### src/design/beeq_pkg.sv
// ----------------------------------------------------------------------------
// beeq_pkg
// Shared types and constants for the button and encoder event qualifier.
// ----------------------------------------------------------------------------
package beeq_pkg;

   localparam int HOLD_COUNT_BITS = 8;
   localparam int THRESH_BITS     = 8;
   localparam int CMP_BITS        = (HOLD_COUNT_BITS > THRESH_BITS) ?
                                    HOLD_COUNT_BITS : THRESH_BITS;

   localparam logic [THRESH_BITS-1:0] LONG_PRESS_RESET = THRESH_BITS'(50);

   // old/new phase pair patterns
   localparam logic [3:0] PAT_LEFT_A  = 4'd1;
   localparam logic [3:0] PAT_LEFT_B  = 4'd14;
   localparam logic [3:0] PAT_RIGHT_A = 4'd4;
   localparam logic [3:0] PAT_RIGHT_B = 4'd11;

   typedef struct packed {
      logic north_level_n;
      logic south_level_n;
      logic east_level_n;
      logic west_level_n;
      logic centre_level_n;
      logic phase_a;
      logic phase_b;
      logic hold_repeat;
   } req_word_type;

   typedef struct packed {
      logic north_event;
      logic south_event;
      logic east_event;
      logic west_event;
      logic turn_left_event;
      logic turn_right_event;
      logic centre_event;
      logic long_press_event;
   } rsp_word_type;

   typedef struct packed {
      logic north;
      logic south;
      logic east;
      logic west;
      logic centre;
   } press_type;

endpackage

### src/design/beeq_if.sv
// ----------------------------------------------------------------------------
// beeq_if
// Valid/ready channels for sample words and event words.
// ----------------------------------------------------------------------------
interface beeq_req_if;
   logic                   valid;
   logic                   ready;
   beeq_pkg::req_word_type word;

   modport source (output valid, output word, input ready);
   modport sink   (input valid, input word, output ready);
endinterface

interface beeq_rsp_if;
   logic                   valid;
   logic                   ready;
   beeq_pkg::rsp_word_type word;

   modport source (output valid, output word, input ready);
   modport sink   (input valid, input word, output ready);
endinterface

### src/design/beeq_qualify.sv
// ----------------------------------------------------------------------------
// beeq_qualify
// Edge, turn and long-press qualification with its state and result register.
// ----------------------------------------------------------------------------
module beeq_qualify (
   input  logic                                   clock,
   input  logic                                   reset,
   input  logic                                   in_valid,
   output logic                                   in_ready,
   input  beeq_pkg::req_word_type                 in_word,
   input  logic [beeq_pkg::THRESH_BITS-1:0]       threshold,
   output logic                                   out_valid,
   input  logic                                   out_ready,
   output beeq_pkg::rsp_word_type                 out_word
);

   logic                                   advance;
   beeq_pkg::press_type                    now_press;
   beeq_pkg::press_type                    last_press;
   beeq_pkg::press_type                    edge_press;
   logic [1:0]                             pair;
   logic [3:0]                             pattern;
   logic                                   left;
   logic                                   right;
   logic                                   centre_ev;
   logic                                   long_ev;
   logic [beeq_pkg::HOLD_COUNT_BITS-1:0]   hold_inc;

   logic                                   out_valid_ff, out_valid_in;
   beeq_pkg::rsp_word_type                 out_word_ff, out_word_in;
   logic [1:0]                             prev_pair_ff, prev_pair_in;
   beeq_pkg::press_type                    prev_press_ff, prev_press_in;
   logic [beeq_pkg::HOLD_COUNT_BITS-1:0]   hold_count_ff, hold_count_in;

   assign in_ready  = !out_valid_ff || out_ready;
   assign advance   = in_valid && in_ready;
   assign out_valid = out_valid_ff;
   assign out_word  = out_word_ff;

   always_comb begin
      now_press.north  = !in_word.north_level_n;
      now_press.south  = !in_word.south_level_n;
      now_press.east   = !in_word.east_level_n;
      now_press.west   = !in_word.west_level_n;
      now_press.centre = !in_word.centre_level_n;

      last_press = prev_press_ff;
      if (in_word.hold_repeat) begin
         last_press.north = 1'b0;
         last_press.south = 1'b0;
         last_press.east  = 1'b0;
         last_press.west  = 1'b0;
      end
      edge_press = now_press & ~last_press;

      pair    = {in_word.phase_a, in_word.phase_b};
      pattern = {prev_pair_ff, pair};
      left    = 1'b0;
      right   = 1'b0;
      unique case (pattern) inside
         beeq_pkg::PAT_LEFT_A, beeq_pkg::PAT_LEFT_B:   left  = 1'b1;
         beeq_pkg::PAT_RIGHT_A, beeq_pkg::PAT_RIGHT_B: right = 1'b1;
         default: ;
      endcase

      hold_inc      = hold_count_ff + beeq_pkg::HOLD_COUNT_BITS'(1);
      hold_count_in = hold_count_ff;
      centre_ev     = 1'b0;
      long_ev       = 1'b0;
      if (now_press.centre) begin
         if (last_press.centre) begin
            hold_count_in = hold_inc;
            long_ev = (beeq_pkg::CMP_BITS'(hold_inc) ==
                       beeq_pkg::CMP_BITS'(threshold));
         end else begin
            centre_ev = 1'b1;
         end
      end else begin
         hold_count_in = '0;
      end

      out_word_in.north_event      = edge_press.north;
      out_word_in.south_event      = edge_press.south;
      out_word_in.east_event       = edge_press.east;
      out_word_in.west_event       = edge_press.west;
      out_word_in.turn_left_event  = left;
      out_word_in.turn_right_event = right;
      out_word_in.centre_event     = centre_ev;
      out_word_in.long_press_event = long_ev;

      prev_pair_in  = pair;
      prev_press_in = now_press;
      out_valid_in  = advance || (out_valid_ff && !out_ready);
   end

   always_ff @(posedge clock) begin
      if (reset) begin
         out_valid_ff  <= 1'b0;
         prev_pair_ff  <= '0;
         prev_press_ff <= '0;
         hold_count_ff <= '0;
      end else begin
         out_valid_ff <= out_valid_in;
         if (advance) begin
            prev_pair_ff  <= prev_pair_in;
            prev_press_ff <= prev_press_in;
            hold_count_ff <= hold_count_in;
         end
      end
   end

   always_ff @(posedge clock) begin
      if (advance) begin
         out_word_ff <= out_word_in;
      end
   end

   // checks
   a_reset_empty: assert property (@(posedge clock) reset |=> !out_valid_ff)
      else $error("result valid after reset");

   a_turn_excl: assert property (@(posedge clock) disable iff (reset)
      out_valid_ff |-> !(out_word_ff.turn_left_event && out_word_ff.turn_right_event))
      else $error("left and right turn together");

   a_centre_excl: assert property (@(posedge clock) disable iff (reset)
      out_valid_ff |-> !(out_word_ff.centre_event && out_word_ff.long_press_event))
      else $error("centre press and long press together");

   a_centre_state: assert property (@(posedge clock) disable iff (reset)
      (out_valid_ff && out_word_ff.centre_event) |->
         (prev_press_ff.centre && hold_count_ff == '0))
      else $error("centre press without fresh hold state");

   a_hold_release: assert property (@(posedge clock) disable iff (reset)
      !prev_press_ff.centre |-> hold_count_ff == '0)
      else $error("hold count nonzero with centre released");

endmodule

### src/design/button_encoder_event_qualifier.sv
// ----------------------------------------------------------------------------
// button_encoder_event_qualifier
// Turns raw button and encoder samples into press, turn and long-press events.
// ----------------------------------------------------------------------------
// req_if carries one sample word per tick: four active-low direction buttons,
// the active-low centre button, encoder phases a and b and the hold-repeat
// flag. rsp_if returns one event word for every sample word, in order.
// csr_we/csr_wdata write the long-press threshold (reset 50 ticks); write it
// only while no sample word is in flight.
// A word accepted from req_if lands in the input register, is qualified
// against the stored button, phase and hold state as it moves into the
// result register, and shows on rsp_if from there. One word per cycle is
// sustained while rsp_if takes result words; the input register and result
// register each hold one word, so a stalled receiver fills both before
// req_if.ready drops, and the result word holds steady until taken.
// Reset empties both registers, clears the previous phase pair, the
// previous button levels and the centre hold counter, and restores the
// threshold.
// ----------------------------------------------------------------------------
module button_encoder_event_qualifier (
   input  logic                                  clock,
   input  logic                                  reset,
   beeq_req_if.sink                              req_if,
   beeq_rsp_if.source                            rsp_if,
   input  logic                                  csr_we,
   input  logic [beeq_pkg::THRESH_BITS-1:0]      csr_wdata
);

   logic                                   stage_ready;
   logic                                   req_take;
   logic                                   stage_valid_ff, stage_valid_in;
   beeq_pkg::req_word_type                 stage_word_ff;
   logic [beeq_pkg::THRESH_BITS-1:0]       threshold_ff, threshold_in;

   assign req_if.ready   = !stage_valid_ff || stage_ready;
   assign req_take       = req_if.valid && req_if.ready;
   assign stage_valid_in = req_take || (stage_valid_ff && !stage_ready);
   assign threshold_in   = csr_we ? csr_wdata : threshold_ff;

   always_ff @(posedge clock) begin
      if (reset) begin
         stage_valid_ff <= 1'b0;
         threshold_ff   <= beeq_pkg::LONG_PRESS_RESET;
      end else begin
         stage_valid_ff <= stage_valid_in;
         threshold_ff   <= threshold_in;
      end
   end

   always_ff @(posedge clock) begin
      if (req_take) begin
         stage_word_ff <= req_if.word;
      end
   end

   beeq_qualify u_qualify (
      .clock     (clock),
      .reset     (reset),
      .in_valid  (stage_valid_ff),
      .in_ready  (stage_ready),
      .in_word   (stage_word_ff),
      .threshold (threshold_ff),
      .out_valid (rsp_if.valid),
      .out_ready (rsp_if.ready),
      .out_word  (rsp_if.word)
   );

endmodule

### src/flat_wrapper.sv
// flat-port wrapper written by rule: the top's interface ports become plain ports
module button_encoder_event_qualifier_flat 
  (clock, reset, csr_we, csr_wdata, req_if_valid, req_if_word, req_if_ready, rsp_if_valid, rsp_if_word, rsp_if_ready);
  beeq_req_if req_if_i ();
  beeq_rsp_if rsp_if_i ();
  input  logic clock;
  input  logic reset;
  input  logic csr_we;
  input  logic [beeq_pkg::THRESH_BITS-1:0] csr_wdata;
  input wire logic [$bits(req_if_i.valid)-1:0] req_if_valid;
  input wire logic [$bits(req_if_i.word)-1:0] req_if_word;
  output wire logic [$bits(req_if_i.ready)-1:0] req_if_ready;
  output wire logic [$bits(rsp_if_i.valid)-1:0] rsp_if_valid;
  output wire logic [$bits(rsp_if_i.word)-1:0] rsp_if_word;
  input wire logic [$bits(rsp_if_i.ready)-1:0] rsp_if_ready;
  assign req_if_i.valid = req_if_valid;
  assign req_if_i.word = req_if_word;
  assign req_if_ready = req_if_i.ready;
  assign rsp_if_valid = rsp_if_i.valid;
  assign rsp_if_word = rsp_if_i.word;
  assign rsp_if_i.ready = rsp_if_ready;
  button_encoder_event_qualifier u_core (.clock(clock), .reset(reset), .req_if(req_if_i), .rsp_if(rsp_if_i), .csr_we(csr_we), .csr_wdata(csr_wdata));
endmodule
### config.mk
export PLATFORM = sky130hd
export DESIGN_NAME = button_encoder_event_qualifier_flat
export DESIGN_NICKNAME = d
export VERILOG_FILES = /design/src/design/beeq_pkg.sv /design/src/design/beeq_if.sv /design/src/design/beeq_qualify.sv /design/src/design/button_encoder_event_qualifier.sv /design/src/flat_wrapper.sv
export SDC_FILE = /design/constraint.sdc
export NUM_CORES = 1
export LEC_CHECK = 0
export CAP_MARGIN = 20
export CORE_MARGIN = 2
export CORE_UTILIZATION = 66
export CTS_CLUSTER_SIZE = 40
export DETAILED_ROUTE_END_ITERATION = 12
export DONT_BUFFER_PORTS = 1
export HOLD_SLACK_MARGIN = 0.08
export PLACE_DENSITY = 0.82
export SYNTH_ARGS = -nofsm -noshare
export SYNTH_HDL_FRONTEND = slang
export SYNTH_SLANG_ARGS = --single-unit
### constraint.sdc
create_clock -name clock -period 2.51 [get_ports clock]
set_input_delay 0.1255 -clock clock [delete_from_list [all_inputs] [get_ports clock]]
set_output_delay 0.1255 -clock clock [all_outputs]
set_load 0.01 [all_outputs]
==> results of run 1 <==
layout make-up:
| cell class | instances | share of cell area [%] |
|---|---|---|
| clock buffers | 5 | 1.76 |
| clock inverters | 3 | 3.06 |
| inverters | 2 | 0.353 |
| multi-input cells | 116 | 35.2 |
| flip-flops and latches | 41 | 46.1 |
| well taps | 30 | 1.76 |
| repair buffers | 25 | 11.8 |
power by group through the flow:
stage          registers (mW)  logic, mW  clock network (mW)
2_1_floorplan           0.757     0.0682                   0
3_3_place_gp            0.766     0.0621                   0
3_5_place_dp            0.768     0.0659                   0
4_1_cts                 0.752      0.107               0.530
5_1_grt                 0.758      0.123               0.553
6_report                0.754      0.114               0.525
placed cells by master (no fill, tap or decap), drive strengths merged, types with 2 or more instances in the layout:
cell / instances
nor2: 18
a211o: 3
nor4b: 2
nand2: 11
dlygate4sd3: 25
inv: 2
clkbuf: 5
nor2b: 6
and2: 2
xor2: 5
mux2i: 5
a211oi: 6
o22ai: 2
a21oi: 15
dfxtp: 25
a41oi: 2
bufinv: 2
xnor2: 5
nand4b: 3
edfxtp: 16
and3: 2
nand2b: 4
a31oi: 2
nand3: 3
o21ai: 6
per-layer routing:
metal	up-vias	track usage [%]	wire (um)
met1	656	33.6	1570
met2	84	47.1	2190
li1	655	-	-
met5	-	0	0
met3	8	7.21	296
met4	0	10.9	81
how the worst min path moves through the flow:
stage | start | end | slack (ns) | cells after the start
6_report | req_if_valid | u_core.stage_word_ff[4] | 0.22 | 1
2_1_floorplan | req_if_word[0] | u_core.stage_word_ff[0] | 0.22 | 0
3_3_place_gp | reset | u_core.u_qualify.hold_count_ff[6] | 0.20 | 1
3_5_place_dp | reset | u_core.u_qualify.prev_pair_ff[0] | 0.20 | 1
4_1_cts | rsp_if_ready | u_core.u_qualify.hold_count_ff[3] | 0.20 | 4
5_1_grt | req_if_valid | u_core.stage_word_ff[2] | 0.21 | 1
kinds of logic (layout without fill, tap and decap cells):
family                     count (synthesis)  after routing  share of synthesized area (%)
xor gates and xnor gates                  10             10                           4.90
AOI/OAI and AO/OA                         41             41                           14.5
adders and majority gates                  1              1                          0.700
muxes                                      5              5                           2.80
DFF                                       41             41                           54.9
and+or+nand+nor                           59             59                           19.0
buffers and inverters                     12             35                           3.22
state kept, by name, indices dropped and copies added (netlist names):
signal	count
u_core.stage_valid_ff	1
u_core.stage_word_ff	8
u_core.threshold_ff	8
u_core.u_qualify.hold_count_ff	8
u_core.u_qualify.last_press	1
u_core.u_qualify.out_valid	1
u_core.u_qualify.out_word	8
u_core.u_qualify.prev_pair_ff	2
u_core.u_qualify.prev_press_ff	4
what timing repair did:
| item | CTS | global route |
|---|---|---|
| hold buffers | 25 | 0 |
| endpoints found under the hold margin | 33 | 0 |
| buffers inserted | 0 | 0 |
per-stage QoR:
stage	power [mW]	area, sq um	hold WS [ns]	worst slack, ns
6_report	1.39	2130	0.222	0.676
5_1_grt	1.43	2130	0.213	0.567
4_1_cts	1.39	2130	0.199	0.789
3_5_place_dp	0.833	1770	0.198	0.831
3_3_place_gp	0.829	1770	0.197	0.860
2_1_floorplan	0.825	1790	0.224	0.932
==> flow_summary.yaml, run 1 <==
sta:
  worst_pin_slew_ns: 0.924
  finalCritPeriodShare_pct: 73.1
  fin_tns_setup_ns: 0
  fin_worst_skew_ns: 0.00558
  setup_viol: 0
  timing_hold_violations_final: 0
  final-max-slew-violation-count: 0
  final.min_clock_period_ns: 1.83
  fmax_mhz: 545
  unrepaired_setup_endpoints_after_global_routing: "false"
  slew_headroom_pct: 38.2
setup_path:
  timing.critical_path.arrival_ns: 2.09
  critical-path-top-delay-family: "buffers and inverters"
  end_of_the_worst_register_to_register_path: "u_core.u_qualify.prev_press_ff[4]"
  setup.worst_path.end: "u_core.u_qualify.prev_press_ff[4]"
  worstPathMaxFanout: 20
  critical_path_required_ns: 2.76
  worst_r2r_startpoint: "u_core.u_qualify.out_valid"
  timing.critical_path.slowest_cell_delay_ns: 0.57
  end_kind: "register"
  timing.critical_path.from: "u_core.u_qualify.out_valid"
  path_depth: 5
  critical_path.slowest_cell: "inv_1"
  timing.setup.critical_path_class: "reg -> reg"
  critical_path.startpoint_type: "register"
  reg2reg_slack_ns: 0.68
  chain_of_cells_forming_the_critical_path: "nand2b_1 -> nand2_1 -> inv_1 -> nor2_1 -> a211oi_1"
  reg2reg_depth: 5
  worstPathBufferInverterCount: 1
routing:
  post_drt_via_cell_ratio: 6.32
  wl_per_cell_um: 18.6
  dr_pass1_iterations: 4
  drt_drc_violations_left: 0
  initialDrtViolationCount: 74
  num_vias: 1403
  totalWireLength_um: 4130
  drtAntennaViolNets: 0
job:
  timing.max_cap.violations: 0
floorplanning:
  floorplan.io_pins: 31
  die_w_um: 56.0
  fp.dieH_um: 56.0
  floorplan_row_count: 18
  initial_core_utilization_pct: 70.8
  die_area_sq_um: 3140
  core_sq_um: 2520
grt:
  grt_first_pass_wirelength_um: 6600
  first_global_vias: 1421
  largest_net_degree_at_the_start_of_global_routing: 26
  initial_antenna_violation_count: 0
  gr-total-overflow: 0
  grt_usage_pct: 27.8
clock_tree:
  insertion_delay_ns: 0.35
  postCtsResizedCells: 0
  clock_tree.htree_level_count: 2
  tritoncts_num_sinks: 41
  tritoncts: "yes"
  number_of_buffers_created_by_cts: 5
  clkSlewWorstSetupHoldPaths_ns: 0.12
  cts_root_buffer: "clkbuf_4"
  cts_buffer_depth: 2
pwr:
  power.combinational.fraction_pct: 8.2
  cellLeakagePower_nw: 0.774
  clkPwrFrac_pct: 37.7
  power.density_nw_per_um2: 655
  share_seq_of_total_power_pct: 54.1
  p_sw_share_pct: 21.5
  switching_power_mw: 0.300
  p_int_mw: 1.09
  vdd.ir_drop.worst_mv: 0.620
place:
  port_buffers: 0
  gp_routability_congestion: 0.853
  detailed_place_hpwl_um: 2280
  dp_cells: 189
synth:
  yosysSeqAreaShare_pct: 54.9
  syn_nets: 191
  synth_most_common_cell: "dfxtp_1"
  synthTopCellsByArea: "dfxtp_1 (28%), edfxtp_1 (27%), a21oi_1 (4.2%), nor2_1 (3.8%), mux2i_1 (2.8%)"
  synthDominantAreaCellType: "dfxtp_1"
  netlist-cell-type-count: 43
  seq_cells_post_synth: 41
  synthFlopType: "dfxtp_1"
  synthTopCellsByCount: "dfxtp_1 (25), nor2_1 (18), edfxtp_1 (16)"
  synthesis.yosys.warnings: 0
  synth-edff-count: 16
  yosysTopAreaCellShare_pct: 28.0
  synth_async_sr_flop_share_pct: 0
  netlist_area_sq_um: 1790
  synth_area_per_cell_sq_um: 10.6
  post_synthesis_cells: 169
layout:
  register_area_sq_um: 981
  number_of_standard_cells_in_the_layout_taps_in_and_fillers_out: 222
  count_of_inserted_antenna_diode_cells: 0
  syn2layout_area_growth_pct: 19.0
  fillCellCount: 130
  layout.nets: 213
  finish.utilization_pct: 84.3
  multi_input_comb_area_sq_um: 748
  drive_above_1_share_pct: 7.29
run_status:
  outcome: "complete, no violations"
worst_hold_path:
  hold_path.class: "in -> reg"
Note: power is estimated with default switching activity, not from simulation.
==> inputs of run 2 (changes only) <==
- CORE_UTILIZATION: 66 -> 55
- PLACE_DENSITY: 0.82 -> 0.73
- clock period: 2.51 -> 1.55 ns (I/O delays scaled with it)
==> flow_summary.yaml, run 2 (synthesis gave the netlist of run 1 again) <==
run_status:
  outcome: "complete, no violations"
setup_path:
  worstPathMaxFanout: 6
  reg2reg_slack_ns: 0.09
  end_kind: "register"
  critical_path_required_ns: 1.67
  timing.critical_path.arrival_ns: 1.58
  worst_r2r_startpoint: "u_core.u_qualify.hold_count_ff[0]"
  timing.setup.critical_path_class: "reg -> reg"
  reg2reg_depth: 5
  end_of_the_worst_register_to_register_path: "u_core.u_qualify.out_word[0]"
  critical_path.startpoint_type: "register"
floorplanning:
  die_w_um: 61.0
  floorplan.io_pins: 31
  die_area_sq_um: 3720
  initial_core_utilization_pct: 58.0
  floorplan_row_count: 20
  core_sq_um: 3080
  fp.dieH_um: 61.0
sta:
  fmax_mhz: 684
  timing_hold_violations_final: 0
  final.min_clock_period_ns: 1.46
  finalCritPeriodShare_pct: 94.4
  worst_pin_slew_ns: 0.933
  unrepaired_setup_endpoints_after_global_routing: "true"
  final-max-slew-violation-count: 0
  fin_worst_skew_ns: 0.0109
  setup_viol: 0
  slew_headroom_pct: 37.6
worst_hold_path:
  hold_path.class: "in -> reg"
  worst_hold_path.num_cells: 4
  worst_hold_path.endpoint: "u_core.u_qualify.hold_count_ff[3]"
  timing.hold.worst.start: "rsp_if_ready"
place:
  port_buffers: 0
  gp_routability_congestion: 0.849
  detailed_place_hpwl_um: 2420
  detailed_place.area_sq_um: 1900
pwr:
  power.combinational.fraction_pct: 10.4
  p_int_mw: 1.46
  p_sw_share_pct: 24.8
  cellLeakagePower_nw: 0.821
  share_seq_of_total_power_pct: 62.4
  switching_power_mw: 0.483
  totalPowerFinal_mw: 1.95
  vdd.ir_drop.worst_mv: 0.772
  clkPwrFrac_pct: 27.2
  power.density_nw_per_um2: 870
grt:
  grt_usage_pct: 23.0
  first_global_vias: 1332
  largest_net_degree_at_the_start_of_global_routing: 26
  gr-total-overflow: 0
  initial_antenna_violation_count: 0
  grt_first_pass_wirelength_um: 6090
routing:
  dr_pass1_iterations: 4
  drtAntennaViolNets: 0
  initialDrtViolationCount: 58
  wl_per_cell_um: 14.9
  post_drt_via_cell_ratio: 5.57
  totalWireLength_um: 3700
  drt_drc_violations_left: 0
  num_vias: 1388
clock_tree:
  clock_tree.htree_level_count: 2
  insertion_delay_ns: 0.36
  tritoncts_num_sinks: 41
  number_of_buffers_created_by_cts: 5
  tritoncts: "yes"
  cts_root_buffer: "clkbuf_4"
  cts_buffer_depth: 2
  clkSlewWorstSetupHoldPaths_ns: 0.12
layout:
  layout.nets: 226
  finish.utilization_pct: 72.7
  final_design_area_no_fill_sq_um: 2240
  drive_above_1_share_pct: 16.1
  layout.cells.most_common_list: "dlygate4sd3_1 (25), dfxtp_1 (22), nor2_1 (18)"
  syn2layout_area_growth_pct: 25.2
  final_common_cell: "dlygate4sd3_1"
  count_of_inserted_antenna_diode_cells: 0
job:
  timing.max_cap.violations: 0
-- run 2: how the worst max path moves through the flow --
stage | from | endpoint | slack, ns | cells past startpoint
6_report | u_core.u_qualify.hold_count_ff[0] | u_core.u_qualify.out_word[0] | 0.09 | 5
5_1_grt | u_core.u_qualify.hold_count_ff[1] | u_core.u_qualify.out_word[0] | 0.0001 | 5
4_1_cts | u_core.u_qualify.hold_count_ff[3] | u_core.u_qualify.hold_count_ff[7] | 0.02 | 4
3_5_place_dp | u_core.u_qualify.hold_count_ff[0] | u_core.u_qualify.out_word[0] | -0.08 | 5
3_3_place_gp | u_core.u_qualify.hold_count_ff[0] | u_core.u_qualify.out_word[0] | -0.01 | 5
2_1_floorplan | u_core.u_qualify.hold_count_ff[0] | u_core.u_qualify.out_word[0] | 0.03 | 5
-- run 2: power groups by stage --
stage               registers, mW  clock network, mW  logic [mW]
finish                       1.21              0.530       0.202
global route                 1.22              0.594       0.223
CTS                          1.22              0.546       0.194
detailed placement           1.24                  0       0.127
global placement             1.24                  0       0.121
floorplan                    1.23                  0       0.110
-- run 2: layer usage --
metal	track usage, %	part of all wire [%]
met1	30.9	44
met2	34.6	47
met3	6.61	6.8
met4	10.9	1.6
met5	0	0
-- run 2: area by class of cell --
| class | instances | area [sq um] |
|---|---|---|
| sequential | 41 | 985 |
| fill | 219 | 841 |
| multi-input combinational | 116 | 773 |
| timing repair buffer | 38 | 360 |
| tap | 44 | 55.1 |
| clock buffer | 6 | 41.3 |
| clock inverter | 2 | 15.0 |
| inverter | 2 | 7.51 |
-- run 2: critical path, cell delays in order (launching register included) --
cell and delay, ns:
dfxtp_2 0.34, ha_2 0.22, nor3b_2 0.16, o21a_1 0.17, o31ai_1 0.26, nor4_1 0.09
-- run 2: timing repair --
| item | 4_1_cts | 5_1_grt |
|---|---|---|
| gates resized for setup | 1 | 6 |
| endpoints found under the setup margin | 1 | 6 |
| hold buffers | 25 | 0 |
| endpoints found under the hold margin | 33 | 0 |
| setup buffers | 0 | 1 |
| pin swaps | 1 | 0 |
-- run 2: stage by stage --
| step | cells | hold WS, ns | setup slack (ns) | TNS [ns] |
|---|---|---|---|---|
| after global placement | 215 | 0.143 | -0.0103 | -0.0103 |
| after detailed placement | 215 | 0.150 | -0.0814 | -0.0814 |
| final | 249 | 0.156 | 0.0873 | 0 |
| after global routing | 249 | 0.144 | 0.000108 | 0 |
| after CTS | 248 | 0.144 | 0.0222 | 0 |
| after floorplan | 169 | 0.176 | 0.0286 | 0 |
